### src/sv/spit_pkg.sv
// Shared types, widths and defaults for the sparse pattern index table.
package spit_pkg;

   localparam int FIELD_W         = 16;
   localparam int ENTRY_W         = 2 * FIELD_W;
   localparam int POS_W           = 10;
   localparam int STATUS_W        = 3;
   localparam int COUNT_OUT_W     = 11;
   localparam int EXTENT_W        = FIELD_W + 1;
   localparam int CMD_W           = 2;
   localparam int DEF_TABLE_DEPTH = 1024;
   localparam int DEF_INDEX_WIDTH = 16;

   typedef enum logic [CMD_W-1:0] {
      CMD_INSERT = 2'd0,
      CMD_LOOKUP = 2'd1,
      CMD_READ   = 2'd2,
      CMD_CLEAR  = 2'd3
   } cmd_type;

   typedef enum logic [STATUS_W-1:0] {
      ST_OK           = 3'd0,
      ST_FILTERED     = 3'd1,
      ST_FULL         = 3'd2,
      ST_NOT_FOUND    = 3'd3,
      ST_OUT_OF_RANGE = 3'd4
   } status_type;

   typedef struct packed {
      logic       load_req;
      logic       ext_update;
      logic       clear_tbl;
      logic       search_init;
      logic       search_rd;
      logic       search_step;
      logic       read_pos;
      logic       shift_init;
      logic       shift_step;
      logic       place;
      logic       set_res;
      status_type res_status;
      logic       res_fpos_en;
      logic       res_data_en;
      logic       rsp_load;
   } ctl_type;

   typedef struct packed {
      logic filter_drop;
      logic search_open;
      logic key_hit;
      logic full;
      logic pos_ok;
      logic shift_last;
      logic rsp_free;
   } stat_type;

endpackage

### src/sv/spit_controller.sv
// Controller: sequences insert, lookup, read and clear transactions over the datapath.
module spit_controller
   import spit_pkg::*;
(
   input  logic             clock,
   input  logic             reset,
   input  logic             req_valid,
   output logic             req_stall,
   input  logic [CMD_W-1:0] req_cmd,
   input  stat_type         stat,
   output ctl_type          ctl
);

   typedef enum logic [3:0] {
      S_IDLE,
      S_START,
      S_SEARCH_RD,
      S_SEARCH_CMP,
      S_CHECK_CMP,
      S_READ_WAIT,
      S_SHIFT,
      S_PLACE,
      S_DONE
   } state_type;

   state_type state_ff, state_in;
   cmd_type   cmd_ff, cmd_in;

   always_comb begin
      state_in = state_ff;
      cmd_in   = cmd_ff;
      ctl      = '0;
      unique case (state_ff)
         S_IDLE: begin
            if (req_valid) begin
               ctl.load_req = 1'b1;
               cmd_in       = cmd_type'(req_cmd);
               state_in     = S_START;
            end
         end
         S_START: begin
            unique case (cmd_ff)
               CMD_INSERT: begin
                  ctl.ext_update = 1'b1;
                  if (stat.filter_drop) begin
                     ctl.set_res    = 1'b1;
                     ctl.res_status = ST_FILTERED;
                     state_in       = S_DONE;
                  end else begin
                     ctl.search_init = 1'b1;
                     state_in        = S_SEARCH_RD;
                  end
               end
               CMD_LOOKUP: begin
                  ctl.search_init = 1'b1;
                  state_in        = S_SEARCH_RD;
               end
               CMD_READ: begin
                  if (stat.pos_ok) begin
                     ctl.read_pos = 1'b1;
                     state_in     = S_READ_WAIT;
                  end else begin
                     ctl.set_res    = 1'b1;
                     ctl.res_status = ST_OUT_OF_RANGE;
                     state_in       = S_DONE;
                  end
               end
               CMD_CLEAR: begin
                  ctl.clear_tbl  = 1'b1;
                  ctl.set_res    = 1'b1;
                  ctl.res_status = ST_OK;
                  state_in       = S_DONE;
               end
               default: state_in = S_IDLE;
            endcase
         end
         S_SEARCH_RD: begin
            ctl.search_rd = 1'b1;
            state_in      = stat.search_open ? S_SEARCH_CMP : S_CHECK_CMP;
         end
         S_SEARCH_CMP: begin
            ctl.search_step = 1'b1;
            state_in        = S_SEARCH_RD;
         end
         S_CHECK_CMP: begin
            if (stat.key_hit) begin
               ctl.set_res     = 1'b1;
               ctl.res_status  = ST_OK;
               ctl.res_fpos_en = 1'b1;
               state_in        = S_DONE;
            end else if (cmd_ff == CMD_LOOKUP) begin
               ctl.set_res    = 1'b1;
               ctl.res_status = ST_NOT_FOUND;
               state_in       = S_DONE;
            end else if (stat.full) begin
               ctl.set_res    = 1'b1;
               ctl.res_status = ST_FULL;
               state_in       = S_DONE;
            end else begin
               ctl.shift_init = 1'b1;
               state_in       = S_SHIFT;
            end
         end
         S_SHIFT: begin
            ctl.shift_step = 1'b1;
            if (stat.shift_last) begin
               state_in = S_PLACE;
            end
         end
         S_PLACE: begin
            ctl.place       = 1'b1;
            ctl.set_res     = 1'b1;
            ctl.res_status  = ST_OK;
            ctl.res_fpos_en = 1'b1;
            state_in        = S_DONE;
         end
         S_READ_WAIT: begin
            ctl.set_res     = 1'b1;
            ctl.res_status  = ST_OK;
            ctl.res_data_en = 1'b1;
            state_in        = S_DONE;
         end
         S_DONE: begin
            if (stat.rsp_free) begin
               ctl.rsp_load = 1'b1;
               state_in     = S_IDLE;
            end
         end
         default: state_in = S_IDLE;
      endcase
   end

   always_ff @(posedge clock) begin
      if (reset) begin
         state_ff <= S_IDLE;
         cmd_ff   <= CMD_INSERT;
      end else begin
         state_ff <= state_in;
         cmd_ff   <= cmd_in;
      end
   end

   assign req_stall = state_ff != S_IDLE;

   a_accept_start: assert property (@(posedge clock) disable iff (reset)
      (req_valid && !req_stall) |=> state_ff == S_START)
      else $error("accepted transaction did not start");

   a_shift_only_insert: assert property (@(posedge clock) disable iff (reset)
      (state_ff == S_SHIFT) |-> cmd_ff == CMD_INSERT)
      else $error("table shift outside an insert");

endmodule

### config.mk
export PLATFORM = sky130hd
export DESIGN_NAME = spit_controller
export DESIGN_NICKNAME = d
export VERILOG_FILES = /design/src/sv/spit_pkg.sv /design/src/sv/spit_controller.sv
export SDC_FILE = /design/constraint.sdc
export NUM_CORES = 1
export LEC_CHECK = 0
export BUFFER_PORTS_ARGS = -buffer_cell sky130_fd_sc_hd__clkbuf_2
export CORE_AREA = 10 10 47 49
export CTS_CLUSTER_DIAMETER = 150
export DETAILED_ROUTE_END_ITERATION = 6
export DIE_AREA = 0 0 57 59
export PLACE_DENSITY = 0.77
export SETUP_SLACK_MARGIN = 0.15
export SLEW_MARGIN = 20
export SYNTH_ARGS = -nofsm -noshare
export SYNTH_HDL_FRONTEND = slang
export SYNTH_SLANG_ARGS = --single-unit
### constraint.sdc
create_clock -name clock -period 3.3 [get_ports clock]
set_input_delay 0.66 -clock clock [delete_from_list [all_inputs] [get_ports clock]]
set_output_delay 0.66 -clock clock [all_outputs]
set_load 0.02 [all_outputs]
==> results_dict.tcl <==
set metrics [dict create \
    status "complete, no violations" \
    ys_top_cells_by_area "dfxtp_1 21%, nor2_1 8.4%, nand2b_1 6.5%, a21oi_1 4.3%, nor3_1 4.3%" \
    area_growth_pct 24.9 \
    postSynthCellCount 79 \
    dr.pass1.iters 4 \
    die_y_um 59 \
    rr_worst_depth 4 \
    synthMostInstantiatedCell "nor2_1" \
    antenna_found_initial 0 \
    nNetsFinal 119 \
    final_util_pct 51.5 \
    vias_per_cell 5.22 \
    hp-class "reg -> reg" \
    cts_inserted_buffers 3 \
    startpoint_type "flop" \
    p_per_area_nw_per_um2 446 \
    max_slew.worst_pin.slew_ns 0.517 \
    switching_share_pct 42.3 \
    ant_nets 0 \
    crit_required_ns 2.64 \
    core_area_um2 1400 \
    setup_tns_ns 0 \
    clockBufferDepth 2 \
    power_frac_comb_pct 44.3 \
    clk_pin_slew_ns 0.04 \
    fin_skew_ns 0.00118 \
    stdcell_count 121 \
    synth_nets 91 \
    synth_area_um2 578 \
    rsz0062_at_grt "false" \
    drc 0 \
    port_buffers 29 \
    max-slew-margin-rel_pct 65.5 \
    dominantRegCellSynth "dfxtp_1" \
    post_cts_buffers 0 \
    yosysUniqueCellTypes 32 \
    wl_per_cell_um 13.2 \
    drtIter0Drc 11 \
    rows 14 \
    grt_usage_pct 10.1 \
    p_int_uw 186 \
    synth_edf_count 0 \
    path_class "reg -> out" \
    wl_um 1600 \
    crit_path_end "ctl[13]" \
    layout-drive-gt1-share_pct 35.2 \
    rr_startpoint "state_ff[0]$_SDFFE_PP0P_" \
    yosysWarningCount 0 \
    dp_hpwl_um 1290 \
    die_x_um 57 \
    r2r_slack_ns 1.88 \
    syn_area_per_cell_um2 7.32 \
    yosys-top-cells-count "13 x nor2_1, 6 x dfxtp_1, 6 x nand2_1, 6 x nand2b_1" \
    startpoint "state_ff[0]$_SDFFE_PP0P_" \
    cts_hold_buf 0 \
    fmax_mhz 425 \
    p_sw_uw 136 \
    report.final.slew_viol_count 0 \
    grt_pass1_wl_um 2800 \
    vias 632 \
    grt_max_degree 12 \
    ctsResizeCount 0 \
    path_max_fanout 10 \
    pwr-share-seq_pct 34.6 \
    synth-async-reset-ratio_pct 0 \
    setup_violations 0 \
    yosysTopAreaCell "dfxtp_1" \
    tritoncts "built" \
    seq_area_frac_synth_pct 20.8 \
    synth-seq-cells 6 \
    fin_crit_sh_pct 71.3 \
    synth_top_area_share_pct 20.8 \
    critPathCaptureType "output port" \
    die_area_um2 3360 \
    htree_levels 1 \
    clock-sinks 6 \
    rr_endpoint "state_ff[1]$_SDFFE_PP0P_" \
    pwr-share-clk_pct 21.1 \
    max-cap-violations 0 \
    finalHoldViolations 0 \
    whs_ns 0.634 \
    initial_core_util_pct 41.2 \
    clock_latency_ns 0.25 \
    vdd_ir_drop_max_uv 380 \
    finalCriticalPeriod_ns 2.35 \
    grt_pass1_vias 655 \
    antenna-diode-count 0 \
    ios 30 \
    grt.overflow.total 0 \
    leakage_uw 0.000345 \
    clock-root-buffer "clkbuf_4" \
    dp.cells 118 \
    gp_congestion 0.846 \
    arrival_ns 1.69 \
]
-- sequential cells by signal (all words and copies together) (netlist names) --
register / flops
cmd_ff: 2
state_ff: 4
-- area by class of cell --
cell class	instances	area [um^2]
fillers	159	679
multi-input cells	64	403
repair buffers	29	145
flip-flops and latches	6	120
clock buffers	3	22.5
well taps	16	20.0
inverters	3	11.3
-- through the flow --
stage                     area (um^2)  setup slack (ns)  total power (uW)
after global placement            699              1.02               255
after floorplan                   578              1.22               222
after CTS                         722             0.937               328
final                             722             0.946               322
after global routing              722             0.816               354
after detailed placement          699              1.00               257
-- power by group through the flow --
stage	Clock (uW)	Combinational, uW	Sequential, uW
2_1_floorplan	0	136	86.4
3_3_place_gp	0	142	112
3_5_place_dp	0	145	113
4_1_cts	71.0	145	112
5_1_grt	77.1	162	115
6_report	67.9	143	112
-- cell families after synthesis --
group                  after synthesis  synth area share [%]
muxes                                2                  3.46
and+or+nand+nor                     48                  50.2
DFF                                  6                  20.8
buffers and inverters                9                  9.52
AOI/OAI and AO/OA                   14                  16.0
-- critical path, stage by stage, from the launching register on --
cell and delay (ns):
dfxtp_1 0.51, nor2b_4 0.24, nand2_1 0.08, or3_1 0.38, inv_1 0.07, clkbuf_2 0.16
-- per-layer routing --
| metal | vias to the layer above | global-route usage, % | share of wire, % | wire (um) |
|---|---|---|---|---|
| met5 | - | 0 | 0 | 0 |
| met4 | 0 | 2.68 | 0.50 | 8 |
| met3 | 2 | 6.01 | 9.8 | 156 |
| met2 | 23 | 15.7 | 47 | 749 |
| met1 | 275 | 11.4 | 43 | 679 |
| li1 | 332 | - | - | - |
-- worst min path at each step --
stage / start / endpoint / slack, ns / cells past startpoint
4_1_cts: cmd_ff[0]$_SDFFE_PP0P_ / cmd_ff[0]$_SDFFE_PP0P_ / 0.64 / 2
2_1_floorplan: state_ff[3]$_SDFFE_PP0P_ / state_ff[3]$_SDFFE_PP0P_ / 0.59 / 2
3_3_place_gp: cmd_ff[0]$_SDFFE_PP0P_ / cmd_ff[0]$_SDFFE_PP0P_ / 0.62 / 2
6_report: cmd_ff[0]$_SDFFE_PP0P_ / cmd_ff[0]$_SDFFE_PP0P_ / 0.63 / 2
3_5_place_dp: cmd_ff[0]$_SDFFE_PP0P_ / cmd_ff[0]$_SDFFE_PP0P_ / 0.63 / 2
5_1_grt: req_cmd[1] / cmd_ff[1]$_SDFFE_PP0P_ / 0.68 / 3
-- cells in the final DEF, fill, tap and decap left out, types with 2 or more instances in the layout --
| master | instances |
|---|---|
| clkbuf_2 | 29 |
| a21oi_1 | 5 |
| nor2_1 | 13 |
| nand4b_1 | 2 |
| mux2i_1 | 2 |
| nor2b_1 | 3 |
| nand2_1 | 6 |
| or3_1 | 2 |
| dfxtp_1 | 6 |
| inv_1 | 2 |
| nand2b_1 | 6 |
| nor3_1 | 5 |
| nand3_1 | 3 |
| clkbuf_4 | 3 |
| a31oi_1 | 2 |
Power figures use the tool's default switching activity.
